File: config.mk
export PLATFORM = sky130hd
export DESIGN_NAME = ipv4_nearest_prefix_route_top_flat
export DESIGN_NICKNAME = d
export VERILOG_FILES = /design/src/hdl/inpr_pkg.sv /design/src/hdl/inpr_if.sv /design/src/hdl/inpr_ram.sv /design/src/hdl/inpr_ctrl.sv /design/src/hdl/inpr_dp.sv /design/src/hdl/ipv4_nearest_prefix_route_top.sv /design/src/flat_wrapper.sv
export SDC_FILE = /design/constraint.sdc
export NUM_CORES = 1
export LEC_CHECK = 0
export ABC_CLOCK_PERIOD_IN_PS = 4550
export BUFFER_PORTS_ARGS = -buffer_cell sky130_fd_sc_hd__buf_2
export CORE_AREA = 2 2 182 317
export DETAILED_ROUTE_END_ITERATION = 12
export DIE_AREA = 0 0 184 319
export PLACE_DENSITY = 0.75
export SKIP_LAST_GASP = 1
export SLEW_MARGIN = 10
export SYNTH_ARGS = -nofsm -noshare
export SYNTH_HDL_FRONTEND = slang
export SYNTH_SLANG_ARGS = --single-unit
File: constraint.sdc
create_clock -name clk -period 4.55 [get_ports clk]
set_input_delay 0.6825 -clock clk [delete_from_list [all_inputs] [get_ports clk]]
set_output_delay 0.6825 -clock clk [all_outputs]
set_load 0.02 [all_outputs]
File: src/hdl/inpr_pkg.sv
`timescale 1ns / 1ps
`default_nettype none
// ----------------------------------------------------------------------------
// inpr_pkg: IPv4 nearest-prefix route table package
// Shared payload types, opcodes, widths and the leading-match count function.
// ----------------------------------------------------------------------------
package inpr_pkg;

    localparam int ADDR_W  = 32;
    localparam int ADP_W   = 8;
    localparam int LEN_W   = 6;
    localparam int ENTRY_W = ADDR_W + ADP_W;

    localparam logic OP_ADD    = 1'b0;
    localparam logic OP_LOOKUP = 1'b1;

    typedef struct packed {
        logic              opcode;
        logic [ADDR_W-1:0] address;
        logic [ADP_W-1:0]  adapter_number;
    } inpr_req_t;

    typedef struct packed {
        logic              found;
        logic [ADP_W-1:0]  best_adapter;
        logic [LEN_W-1:0]  match_length;
        logic              table_full;
    } inpr_rsp_t;

    typedef struct packed {
        logic load;
        logic issue;
        logic commit;
    } inpr_cmd_t;

    function automatic logic [3:0] lead_zero8(input logic [7:0] b);
        logic [3:0] n;
        logic       done;
        int         i;
        n    = 4'd0;
        done = 1'b0;
        for (i = 7; i >= 0; i--)
        begin
            if (!done)
            begin
                if (b[i])
                    done = 1'b1;
                else
                    n = n + 4'd1;
            end
        end
        return n;
    endfunction

    // Leading zeros of the xor of two addresses = shared leading bits.
    function automatic logic [LEN_W-1:0] shared_lead(input logic [ADDR_W-1:0] diff);
        logic [LEN_W-1:0] n;
        if (diff[31:24] != 8'd0)
            n = {2'b00, lead_zero8(diff[31:24])};
        else if (diff[23:16] != 8'd0)
            n = 6'd8 + {2'b00, lead_zero8(diff[23:16])};
        else if (diff[15:8] != 8'd0)
            n = 6'd16 + {2'b00, lead_zero8(diff[15:8])};
        else if (diff[7:0] != 8'd0)
            n = 6'd24 + {2'b00, lead_zero8(diff[7:0])};
        else
            n = 6'd32;
        return n;
    endfunction

endpackage
`default_nettype wire

File: src/hdl/inpr_if.sv
`timescale 1ns / 1ps
`default_nettype none
// ----------------------------------------------------------------------------
// inpr_if: request and response channel interfaces
// Valid/ready channels carrying route items and results.
// ----------------------------------------------------------------------------
interface inpr_req_if;
    import inpr_pkg::*;

    logic      valid;
    logic      ready;
    inpr_req_t data;

    modport source (output valid, output data, input ready);
    modport sink   (input valid, input data, output ready);
endinterface

interface inpr_rsp_if;
    import inpr_pkg::*;

    logic      valid;
    logic      ready;
    inpr_rsp_t data;

    modport source (output valid, output data, input ready);
    modport sink   (input valid, input data, output ready);
endinterface
`default_nettype wire

File: src/hdl/inpr_ram.sv
`timescale 1ns / 1ps
`default_nettype none
// ----------------------------------------------------------------------------
// inpr_ram: generic single-port-write, registered-read RAM
// One write and one read per cycle.
// ----------------------------------------------------------------------------
module inpr_ram #(
    parameter int WIDTH = 8,
    parameter int DEPTH = 16
) (
    input  wire logic                     clk,
    input  wire logic                     we,
    input  wire logic [$clog2(DEPTH)-1:0] waddr,
    input  wire logic [WIDTH-1:0]         wdata,
    input  wire logic                     re,
    input  wire logic [$clog2(DEPTH)-1:0] raddr,
    output logic      [WIDTH-1:0]         rdata
);

    logic [WIDTH-1:0] mem_reg [DEPTH];
    logic [WIDTH-1:0] rdata_reg;

    always_ff @(posedge clk)
    begin
        if (we)
            mem_reg[waddr] <= wdata;
        if (re)
            rdata_reg <= mem_reg[raddr];
    end

    assign rdata = rdata_reg;

endmodule
`default_nettype wire

File: src/hdl/inpr_ctrl.sv
`timescale 1ns / 1ps
`default_nettype none
// ----------------------------------------------------------------------------
// inpr_ctrl: route table controller
// Accepts an item, sweeps the table indices, waits out the compare pipeline
// and commits the result once the output register is free.
// ----------------------------------------------------------------------------
module inpr_ctrl #(
    parameter int ROUTE_ENTRIES = 16
) (
    input  wire logic                             clk,
    input  wire logic                             rst_n,
    input  wire logic                             req_valid,
    output logic                                  req_ready,
    input  wire logic                             out_busy,
    output inpr_pkg::inpr_cmd_t                   cmd,
    output logic [$clog2(ROUTE_ENTRIES)-1:0]      scan_idx
);
    import inpr_pkg::*;

    localparam int IDX_W = $clog2(ROUTE_ENTRIES);
    localparam logic [IDX_W-1:0] LAST_IDX = IDX_W'(ROUTE_ENTRIES - 1);

    localparam logic [2:0] ST_IDLE   = 3'd0;
    localparam logic [2:0] ST_SCAN   = 3'd1;
    localparam logic [2:0] ST_DRAIN1 = 3'd2;
    localparam logic [2:0] ST_DRAIN2 = 3'd3;
    localparam logic [2:0] ST_COMMIT = 3'd4;

    logic [2:0]       state_reg, state_next;
    logic [IDX_W-1:0] idx_reg, idx_next;

    always_ff @(posedge clk or negedge rst_n)
    begin
        if (!rst_n)
        begin
            state_reg <= ST_IDLE;
            idx_reg   <= '0;
        end
        else
        begin
            state_reg <= state_next;
            idx_reg   <= idx_next;
        end
    end

    always_comb
    begin
        state_next = state_reg;
        idx_next   = idx_reg;
        cmd        = '0;
        req_ready  = 1'b0;
        unique case (state_reg)
            ST_IDLE:
            begin
                req_ready = 1'b1;
                if (req_valid)
                begin
                    cmd.load   = 1'b1;
                    idx_next   = '0;
                    state_next = ST_SCAN;
                end
            end
            ST_SCAN:
            begin
                cmd.issue = 1'b1;
                if (idx_reg == LAST_IDX)
                    state_next = ST_DRAIN1;
                else
                    idx_next = idx_reg + 1'b1;
            end
            ST_DRAIN1:
                state_next = ST_DRAIN2;
            ST_DRAIN2:
                state_next = ST_COMMIT;
            ST_COMMIT:
            begin
                if (!out_busy)
                begin
                    cmd.commit = 1'b1;
                    state_next = ST_IDLE;
                end
            end
            default:
                state_next = ST_IDLE;
        endcase
    end

    assign scan_idx = idx_reg;

endmodule
`default_nettype wire

File: src/hdl/inpr_dp.sv
`timescale 1ns / 1ps
`default_nettype none
// ----------------------------------------------------------------------------
// inpr_dp: route table datapath
// Route RAM, valid bits, two-stage per-entry compare pipeline, best/hit/free
// trackers and the result register.
// ----------------------------------------------------------------------------
module inpr_dp #(
    parameter int ROUTE_ENTRIES = 16
) (
    input  wire logic                             clk,
    input  wire logic                             rst_n,
    input  wire inpr_pkg::inpr_cmd_t              cmd,
    input  wire logic [$clog2(ROUTE_ENTRIES)-1:0] scan_idx,
    input  wire inpr_pkg::inpr_req_t              req_data,
    output logic                                  rsp_valid,
    output inpr_pkg::inpr_rsp_t                   rsp_data,
    input  wire logic                             rsp_ready,
    output logic                                  out_busy
);
    import inpr_pkg::*;

    localparam int IDX_W = $clog2(ROUTE_ENTRIES);

    inpr_req_t           key_reg;
    logic [ROUTE_ENTRIES-1:0] valid_reg;

    logic [ENTRY_W-1:0]  ram_rdata;
    logic                ram_we;
    logic [IDX_W-1:0]    ram_waddr;

    logic                p1_valid_reg;
    logic [IDX_W-1:0]    p1_idx_reg;

    logic                p2_valid_reg;
    logic [IDX_W-1:0]    p2_idx_reg;
    logic                p2_vbit_reg;
    logic [LEN_W-1:0]    p2_len_reg;
    logic [ADDR_W-1:0]   p2_addr_reg;
    logic [ADP_W-1:0]    p2_adp_reg;

    logic [LEN_W-1:0]    best_len_reg;
    logic [ADDR_W-1:0]   best_addr_reg;
    logic [ADP_W-1:0]    best_adp_reg;
    logic                hit_found_reg;
    logic [IDX_W-1:0]    hit_idx_reg;
    logic                free_found_reg;
    logic [IDX_W-1:0]    free_idx_reg;

    logic                rsp_valid_reg;
    inpr_rsp_t           rsp_data_reg;
    inpr_rsp_t           result;

    inpr_ram #(
        .WIDTH (ENTRY_W),
        .DEPTH (ROUTE_ENTRIES)
    ) u_route_ram (
        .clk   (clk),
        .we    (ram_we),
        .waddr (ram_waddr),
        .wdata ({key_reg.address, key_reg.adapter_number}),
        .re    (cmd.issue),
        .raddr (scan_idx),
        .rdata (ram_rdata)
    );

    always_ff @(posedge clk)
    begin
        if (cmd.load)
            key_reg <= req_data;
    end

    // compare pipeline
    always_ff @(posedge clk or negedge rst_n)
    begin
        if (!rst_n)
        begin
            p1_valid_reg <= 1'b0;
            p2_valid_reg <= 1'b0;
        end
        else
        begin
            p1_valid_reg <= cmd.issue;
            p2_valid_reg <= p1_valid_reg;
        end
    end

    always_ff @(posedge clk)
    begin
        p1_idx_reg  <= scan_idx;
        p2_idx_reg  <= p1_idx_reg;
        p2_vbit_reg <= valid_reg[p1_idx_reg];
        p2_len_reg  <= shared_lead(ram_rdata[ENTRY_W-1:ADP_W] ^ key_reg.address);
        p2_addr_reg <= ram_rdata[ENTRY_W-1:ADP_W];
        p2_adp_reg  <= ram_rdata[ADP_W-1:0];
    end

    // trackers
    always_ff @(posedge clk or negedge rst_n)
    begin
        if (!rst_n)
        begin
            best_len_reg   <= '0;
            best_addr_reg  <= '0;
            best_adp_reg   <= '0;
            hit_found_reg  <= 1'b0;
            hit_idx_reg    <= '0;
            free_found_reg <= 1'b0;
            free_idx_reg   <= '0;
        end
        else if (cmd.load)
        begin
            best_len_reg   <= '0;
            best_addr_reg  <= '0;
            best_adp_reg   <= '0;
            hit_found_reg  <= 1'b0;
            free_found_reg <= 1'b0;
        end
        else if (p2_valid_reg)
        begin
            if (key_reg.opcode == OP_LOOKUP)
            begin
                if (p2_vbit_reg && (p2_len_reg != '0) &&
                    ((p2_len_reg > best_len_reg) ||
                     ((p2_len_reg == best_len_reg) && (p2_addr_reg < best_addr_reg))))
                begin
                    best_len_reg  <= p2_len_reg;
                    best_addr_reg <= p2_addr_reg;
                    best_adp_reg  <= p2_adp_reg;
                end
            end
            else
            begin
                if (p2_vbit_reg)
                begin
                    if (!hit_found_reg && (p2_addr_reg == key_reg.address))
                    begin
                        hit_found_reg <= 1'b1;
                        hit_idx_reg   <= p2_idx_reg;
                    end
                end
                else if (!free_found_reg)
                begin
                    free_found_reg <= 1'b1;
                    free_idx_reg   <= p2_idx_reg;
                end
            end
        end
    end

    // commit: table write and result
    always_comb
    begin
        result    = '0;
        ram_we    = 1'b0;
        ram_waddr = hit_idx_reg;
        if (key_reg.opcode == OP_LOOKUP)
        begin
            result.found        = (best_len_reg != '0);
            result.best_adapter = best_adp_reg;
            result.match_length = best_len_reg;
        end
        else
        begin
            priority if (hit_found_reg)
            begin
                ram_we    = cmd.commit;
                ram_waddr = hit_idx_reg;
            end
            else if (free_found_reg)
            begin
                ram_we    = cmd.commit;
                ram_waddr = free_idx_reg;
            end
            else
            begin
                result.table_full = 1'b1;
            end
        end
    end

    always_ff @(posedge clk or negedge rst_n)
    begin
        if (!rst_n)
            valid_reg <= '0;
        else if (ram_we)
            valid_reg[ram_waddr] <= 1'b1;
    end

    // result register
    always_ff @(posedge clk or negedge rst_n)
    begin
        if (!rst_n)
            rsp_valid_reg <= 1'b0;
        else if (cmd.commit)
            rsp_valid_reg <= 1'b1;
        else if (rsp_ready)
            rsp_valid_reg <= 1'b0;
    end

    always_ff @(posedge clk)
    begin
        if (cmd.commit)
            rsp_data_reg <= result;
    end

    assign rsp_valid = rsp_valid_reg;
    assign rsp_data  = rsp_data_reg;
    assign out_busy  = rsp_valid_reg && !rsp_ready;

endmodule
`default_nettype wire

File: src/hdl/ipv4_nearest_prefix_route_top.sv
`timescale 1ns / 1ps
`default_nettype none
// ----------------------------------------------------------------------------
// ipv4_nearest_prefix_route_top: IPv4 nearest-prefix route table
// Route add/overwrite and longest-leading-match lookup over ROUTE_ENTRIES
// routes, one result per request transaction.
// ----------------------------------------------------------------------------
// The table sits in one RAM that is read one entry per cycle. The read is
// followed by a two-stage compare pipeline and a commit cycle that writes the
// table and loads the result register. A new request is accepted in the cycle
// after the previous one has committed, even while its result still waits in
// the output register. Commit stalls only while that register is occupied and
// not being drained. Ties between equal match lengths go to the smallest stored
// address, and an add of a new address with no free entry returns table_full.
// No clearing pass is needed after reset.
module ipv4_nearest_prefix_route_top #(
    parameter int ROUTE_ENTRIES = 16
) (
    input  wire logic   clk,
    input  wire logic   rst_n,
    inpr_req_if.sink    req,
    inpr_rsp_if.source  rsp
);
    import inpr_pkg::*;

    localparam int IDX_W = $clog2(ROUTE_ENTRIES);

    inpr_cmd_t        cmd;
    logic [IDX_W-1:0] scan_idx;
    logic             out_busy;

    inpr_ctrl #(
        .ROUTE_ENTRIES (ROUTE_ENTRIES)
    ) u_ctrl (
        .clk       (clk),
        .rst_n     (rst_n),
        .req_valid (req.valid),
        .req_ready (req.ready),
        .out_busy  (out_busy),
        .cmd       (cmd),
        .scan_idx  (scan_idx)
    );

    inpr_dp #(
        .ROUTE_ENTRIES (ROUTE_ENTRIES)
    ) u_dp (
        .clk       (clk),
        .rst_n     (rst_n),
        .cmd       (cmd),
        .scan_idx  (scan_idx),
        .req_data  (req.data),
        .rsp_valid (rsp.valid),
        .rsp_data  (rsp.data),
        .rsp_ready (rsp.ready),
        .out_busy  (out_busy)
    );

    a_commit_free: assert property (@(posedge clk) disable iff (!rst_n)
        cmd.commit |-> !out_busy)
        else $error("commit while result register occupied");

    a_commit_shows: assert property (@(posedge clk) disable iff (!rst_n)
        cmd.commit |=> rsp.valid)
        else $error("committed result not presented");

    a_one_in_flight: assert property (@(posedge clk) disable iff (!rst_n)
        (req.valid && req.ready) |=> !req.ready)
        else $error("second request accepted while one in flight");

    a_found_len: assert property (@(posedge clk) disable iff (!rst_n)
        (rsp.valid && rsp.data.found) |->
            (rsp.data.match_length != '0) && !rsp.data.table_full)
        else $error("found result with zero length or full flag");

endmodule
`default_nettype wire
File: src/flat_wrapper.sv
// flat-port wrapper written by rule: the top's interface ports become plain ports
module ipv4_nearest_prefix_route_top_flat import inpr_pkg::*;
#(
    parameter int ROUTE_ENTRIES = 16
)
  (clk, rst_n, req_valid, req_data, req_ready, rsp_valid, rsp_data, rsp_ready);
  inpr_req_if req_i ();
  inpr_rsp_if rsp_i ();
  input  wire logic clk;
  input  wire logic rst_n;
  input wire logic [$bits(req_i.valid)-1:0] req_valid;
  input wire logic [$bits(req_i.data)-1:0] req_data;
  output wire logic [$bits(req_i.ready)-1:0] req_ready;
  output wire logic [$bits(rsp_i.valid)-1:0] rsp_valid;
  output wire logic [$bits(rsp_i.data)-1:0] rsp_data;
  input wire logic [$bits(rsp_i.ready)-1:0] rsp_ready;
  assign req_i.valid = req_valid;
  assign req_i.data = req_data;
  assign req_ready = req_i.ready;
  assign rsp_valid = rsp_i.valid;
  assign rsp_data = rsp_i.data;
  assign rsp_i.ready = rsp_ready;
  ipv4_nearest_prefix_route_top #(.ROUTE_ENTRIES(ROUTE_ENTRIES)) u_core (.clk(clk), .rst_n(rst_n), .req(req_i), .rsp(rsp_i));
endmodule
# [Word-level counts from Yosys, hierarchy flattened]
# Memories as Yosys holds them, arrays and structs flattened. A register that Yosys moved wholly into a read port is not among the register bits.
# Cells that the tools add are included.
[word_totals] n_memories=1 word_cells=429 ramBits=640 reg_bits=194
[mem_list] name="u_core.u_dp.u_route_ram.mem_reg" depth=16 word_bits=40 read_ports=1 rd_ports_with_merged_regs=1 wr=1 line_no="inpr_ram.sv:20" rtl="logic [WIDTH-1:0] mem_reg [DEPTH];"
[op_classes] reduce_logical=31 bitwise=6 n_eq_ne=13 mux=314 n_lt_le_gt_ge=5 n_addsub=32
[ops] cell="4-bit 2-to-1 mux" n=141
[ops] cell="1-bit 2-to-1 mux" n=151
[ops] cell="32-bit 2-to-1 mux" n=4
[ops] cell="4-bit by 1-bit adder with 4-bit output, second input constant" n=29
[ops] cell="6-bit 2-to-1 mux" n=7
[ops] cell="32-bit == test" n=1
[ops] cell="32-bit < comparator" n=1
[ops] cell="8-bit 2-to-1 mux" n=4
[ops] cell="8-bit nonzero test" n=4
[ops] cell="32-bit bitwise XOR" n=1
[ops] cell="16-bit OR" n=1
[ops] cell="3-bit one-hot mux with 5 select lines" n=1
[ops] cell="2-bit nonzero test" n=7
[ops] cell="5-bit by 4-bit adder with 6-bit output, first input constant" n=2
[ops] cell="3-bit AND reduction" n=4
[ops] cell="6-bit nonzero test" n=2
[ops] cell="4-bit by 5-bit < comparator with 1-bit output, second input constant" n=2
[ops] cell="5-bit AND reduction" n=2
[ops] cell="3-bit 2-to-1 mux" n=3
[ops] cell="2-bit inequality test, second input constant" n=4
[ops] cell="4-bit one-hot mux with 2 select lines" n=1
[ops] cell="3-bit by 2-bit == test with 1-bit output, second input constant" n=2
[ops] cell="6-bit == test" n=1
[ops] cell="6-bit > comparator" n=1
[ops] cell="other kinds (15)" n=25

# [Longest topological paths before layout]
[depth] word_depth=60 depth_mapped=18

# [By module]
# Synthesis repeated with hierarchy kept, for this count alone.
[hier_totals] hier_cells=1904 hier_area_um2=35333.9
[modules_own_cells] mod="inpr_ram" area_per_inst_um2=25532.0 n_inst=1 cells_each=1040
[modules_own_cells] mod="inpr_dp" area_per_inst_um2=9419.0 n_inst=1 cells_each=828
[modules_own_cells] mod="inpr_ctrl" area_per_inst_um2=382.9 n_inst=1 cells_each=36

# [Worst setup path after synthesis]
# Ideal clock, no wire load.
[synth_path] path_type="in2reg" start="input rsp_ready" end="memory u_core.u_dp.u_route_ram.mem_reg[2][0] in the netlist's numbering (enable)" path_slack_ns=0.634 path_buffers=0 required_ns=4.112 arrival_ns=3.478 cell_stages=5 path_cell_list="nand2b_1 > and3_1 > nor3b_1 > nand2_1 > nor2_1"
[synth_lines] item="from (decl)" line_no="flat_wrapper.sv:16" rtl="input wire logic [$bits(rsp_i.ready)-1:0] rsp_ready;"
[synth_lines] item="to (decl)" line_no="inpr_ram.sv:20"

# [Final worst setup path]
[layout_path] start="register u_core.u_dp.key_reg[30] in the netlist's numbering" end="register u_core.u_dp.p2_len_reg[1]"
[layout_via] elab_chain_len=38 elab_cells_between_ends=58
[layout_rtl] item="from (decl)" line_no="inpr_dp.sv:25" rtl="inpr_req_t key_reg;"
[layout_rtl] item="from (signal assigned)" line_no="inpr_dp.sv:70" rtl="key_reg <= req_data;"
[layout_rtl] item="32-bit bitwise XOR (*)" line_no="inpr_dp.sv:93" rtl="p2_len_reg <= shared_lead(ram_rdata[ENTRY_W-1:ADP_W] ^ key_reg.address);"
[layout_rtl] item="4-bit 2-to-1 mux" line_no="inpr_pkg.sv:46" rtl="if (b[i])"
[layout_rtl] item="4-bit 2-to-1 mux" line_no="inpr_pkg.sv:44" rtl="if (!done)"
[layout_rtl] item="4-bit 2-to-1 mux" line_no="inpr_pkg.sv:60" rtl="else if (diff[23:16] != 8'd0)"
[layout_rtl] item="4-bit 2-to-1 mux" line_no="inpr_pkg.sv:58" rtl="if (diff[31:24] != 8'd0)"
[layout_rtl] item="4-bit by 1-bit adder with 4-bit output" line_no="inpr_pkg.sv:49" rtl="n = n + 4'd1;"
[layout_rtl] item="4-bit 2-to-1 mux" line_no="inpr_pkg.sv:46"
[layout_rtl] item="4-bit 2-to-1 mux" line_no="inpr_pkg.sv:44"
[layout_rtl] item="(+22 left out)"
[layout_rtl] item="4-bit by 1-bit adder with 4-bit output" line_no="inpr_pkg.sv:49"
[layout_rtl] item="4-bit 2-to-1 mux" line_no="inpr_pkg.sv:46"
[layout_rtl] item="4-bit 2-to-1 mux" line_no="inpr_pkg.sv:44"
[layout_rtl] item="4-bit 2-to-1 mux" line_no="inpr_pkg.sv:60"
[layout_rtl] item="4-bit 2-to-1 mux" line_no="inpr_pkg.sv:58"
[layout_rtl] item="4-bit by 4-bit adder with 5-bit output" line_no="inpr_pkg.sv:61" rtl="n = 6'd8 + {2'b00, lead_zero8(diff[23:16])};"
[layout_rtl] item="6-bit 2-to-1 mux (*)" line_no="inpr_pkg.sv:60"
[layout_rtl] item="4-bit 2-to-1 mux (*)" line_no="inpr_pkg.sv:58"
[layout_rtl] item="to (signal assigned)" line_no="inpr_dp.sv:93"
[layout_rtl] item="to (decl)" line_no="inpr_dp.sv:38" rtl="logic [LEN_W-1:0] p2_len_reg;"
# Mark *: on every way between the ends. The rest lies on a longest branch, timed or not. The select of a mux whose other input is x is not followed.
# A chain may end at the register's enable or synchronous reset.

==> results.json <==
{
  "fin_ws_ns": 0.368,
  "ys_top_cells_by_area": "edfxtp_1, mux4_2, dfrtp_1",
  "cts_tree": "yes",
  "io_buffers": 62,
  "grt_max_degree": 69,
  "htree_levels": 3,
  "synth_flop_cell": "edfxtp_1",
  "syn_area_sq_um": 34400,
  "fp.dieW_um": 184,
  "synth_cell_types": 64,
  "drtPass1Iterations": 5,
  "cts_root_buffer": "clkbuf_16",
  "synth.net_count": 1904,
  "synth_top_cell_by_area": "edfxtp_1",
  "r2r_start": "u_core.u_dp.key_reg[30]",
  "power_density_nw_per_um2": 598,
  "pre_cts_ws_ns": 0.476,
  "grt_pass1_vias": 18415,
  "vias_per_cell": 6.56,
  "cp_data_arrival_time_ns": 4.67,
  "cts_made_buffers": 74,
  "num_rows": 115,
  "p_clk_share_pct": 28.0,
  "irDropWorstVdd_uv": 397,
  "cp_max_fo": 19,
  "cts_setup_buffers": 0,
  "initial_utilization_pct": 61.3,
  "die_y_um": 319,
  "p_int_mw": 16.1,
  "nets": 2012,
  "grt_pass1_wl_um": 119000,
  "antenna_found_initial": 1,
  "netlist_instances": 1806,
  "largest_reg_flops": 640,
  "yosysMostFrequentCell": "edfxtp_1",
  "p_sw_mw": 6.94,
  "synth_top_area_share_pct": 64.3,
  "slew_headroom_pct": 26.9,
  "drc": 0,
  "core_area_sq_um": 56100,
  "clockBufferDepth": 3,
  "finalPower_mw": 23.0,
  "vias": 17563,
  "power.leakage_nw": 13.0,
  "synth-seq-cells": 874,
  "hold_class": "in -> async",
  "maxCapViolations": 0,
  "setup_tns_ns": 0,
  "cts.sinks": 874,
  "syn_to_final_growth_pct": 11.9,
  "pwr-share-comb_pct": 25.6,
  "synth_common_cells": "edfxtp_1, mux4_2, dfrtp_1",
  "hold_viol": 0,
  "start_kind": "register",
  "wire_per_inst_um": 30.2,
  "synth-async-reset-ratio_pct": 9.38,
  "yosys_warnings": 0,
  "overflow": 0,
  "reg2reg_to": "u_core.u_dp.p2_len_reg[1]",
  "wl_um": 81000,
  "rsz0062_at_grt": "false",
  "period_minus_slack_ns": 4.18,
  "hpwl_um": 45300,
  "cts_hold_buf": 0,
  "setup_violations": 0,
  "finalMaxSlewViolations": 0,
  "grt_usage_pct": 28.5,
  "fin_crit_sh_pct": 91.9,
  "fmax_mhz": 239,
  "ys_seq_area_share_pct": 73.5,
  "die_area_sq_um": 58700,
  "detail-route-antenna-nets": 0,
  "insertion_delay_ns": 0.62,
  "drt-initial-drc-count": 1818,
  "syn_area_per_cell_sq_um": 19.1,
  "swShare_pct": 30.2,
  "ff2ff_path_depth": 17,
  "drive_above_1_share_pct": 23.5,
  "clk_pin_slew_worst_paths_ns": 0.07,
  "pwr-share-seq_pct": 46.3,
  "fin_util_pct": 68.6,
  "cp.required_ns": 5.04,
  "synth-edff-count": 737,
  "ioPinCount": 63,
  "finalClockSkew_ns": 0.0219,
  "worst-setup-path-type": "reg -> reg",
  "timing.hold.ws_ns": 0.123,
  "tightest_slew_ns": 1.09,
  "worstSetupEndpointType": "register",
  "cts_resized": 0,
  "status": "finished, final reports clean",
  "gp_congestion": 0.945,
  "regToRegSetupSlack_ns": 0.37
}
## power groups by stage
| stage | Clock [mW] | Sequential (mW) | Combinational [mW] |
|---|---|---|---|
| final | 6.46 | 10.7 | 5.90 |
| after detailed placement | 0 | 10.8 | 5.84 |
| after global routing | 6.79 | 10.8 | 6.37 |
| after floorplan | 0 | 10.2 | 4.54 |
| after CTS | 6.53 | 10.7 | 5.92 |
| after global placement | 0 | 10.8 | 5.72 |
## per-stage QoR
step / instances / instance area, sq um
finish: 2678 / 38500
global route: 2678 / 38500
CTS: 2677 / 38500
detailed placement: 2540 / 36000
global placement: 2540 / 36000
floorplan: 1806 / 34400
## cell families after synthesis
kind of cell             share of synthesized area, %
flip-flops                                       73.5
multiplexers                                     14.0
AND/OR/NAND/NOR                                  4.02
buffers and inverters                            1.40
AO/OA/AOI/OAI                                    3.05
adder cells (fa/ha/maj)                          1.93
XOR/XNOR                                         2.11
## worst max-delay path: stages, from the launching register on
cell	delay [ns]
edfxtp_1	0.63
xor2_1	0.26
o21ai_0	0.47
inv_1	0.15
ha_1	0.32
nor3_1	0.19
nor2_1	0.06
ha_1	0.28
nand2_1	0.05
a41oi_1	0.35
ha_1	0.31
nand2_1	0.06
nand2_1	0.06
ha_1	0.29
mux2i_1	0.13
o21ai_0	0.09
a22oi_1	0.25
o31ai_1	0.12
## layer usage
layer	vias to the layer above	global-route usage, %	wire, um	share of wire, %
li1	7405	-	-	-
met5	-	0	0	0
met3	197	3.76	4550	5.6
met4	0	13.9	4210	5.2
met2	768	48.4	42100	52
met1	9193	36.5	30200	37
## cell type report
type | count | area, sq um
fill | 3500 | 17600
clock inverter | 35 | 332
clock buffer | 102 | 2140
multi-input combinational | 811 | 8790
timing repair buffer | 103 | 871
tap | 702 | 878
antenna | 1 | 2.50
inverter | 50 | 190
sequential | 874 | 25300
## placed cells by master, fill, tap and decap left out, drive strengths merged, types with 4 or more instances in the layout
cell type,n
nor4,12
edfxtp,737
clkbuf,102
and3,5
bufinv,6
mux2,10
mux2i,10
ha,53
clkinv,23
mux4,205
nand2b,12
nor3b,4
dfxtp,55
xor2,56
nand2,52
clkinvlp,5
nand3,55
a211oi,6
nor2,61
nor3,10
xnor2,26
a21oi,73
a31oi,4
and2,17
dfrtp,82
nand4,12
or2,19
buf,103
o21ai,67
nor2b,4
inv,51
## how the worst max path moves through the flow
stage	slack, ns	to	startpoint	cells after the start
detailed placement	0.48	u_core.u_dp.p2_len_reg[1]	u_core.u_dp.key_reg[30]	17
global route	0.07	u_core.u_dp.p2_len_reg[1]	u_core.u_dp.key_reg[30]	17
global placement	0.59	u_core.u_dp.p2_len_reg[1]	u_core.u_dp.key_reg[30]	17
finish	0.37	u_core.u_dp.p2_len_reg[1]	u_core.u_dp.key_reg[30]	17
CTS	0.43	u_core.u_dp.p2_len_reg[1]	u_core.u_dp.key_reg[30]	17
floorplan	0.63	u_core.u_dp.u_route_ram.mem_reg[2][0]	rsp_ready	5
No activity file was read; power rests on OpenSTA's default activity.
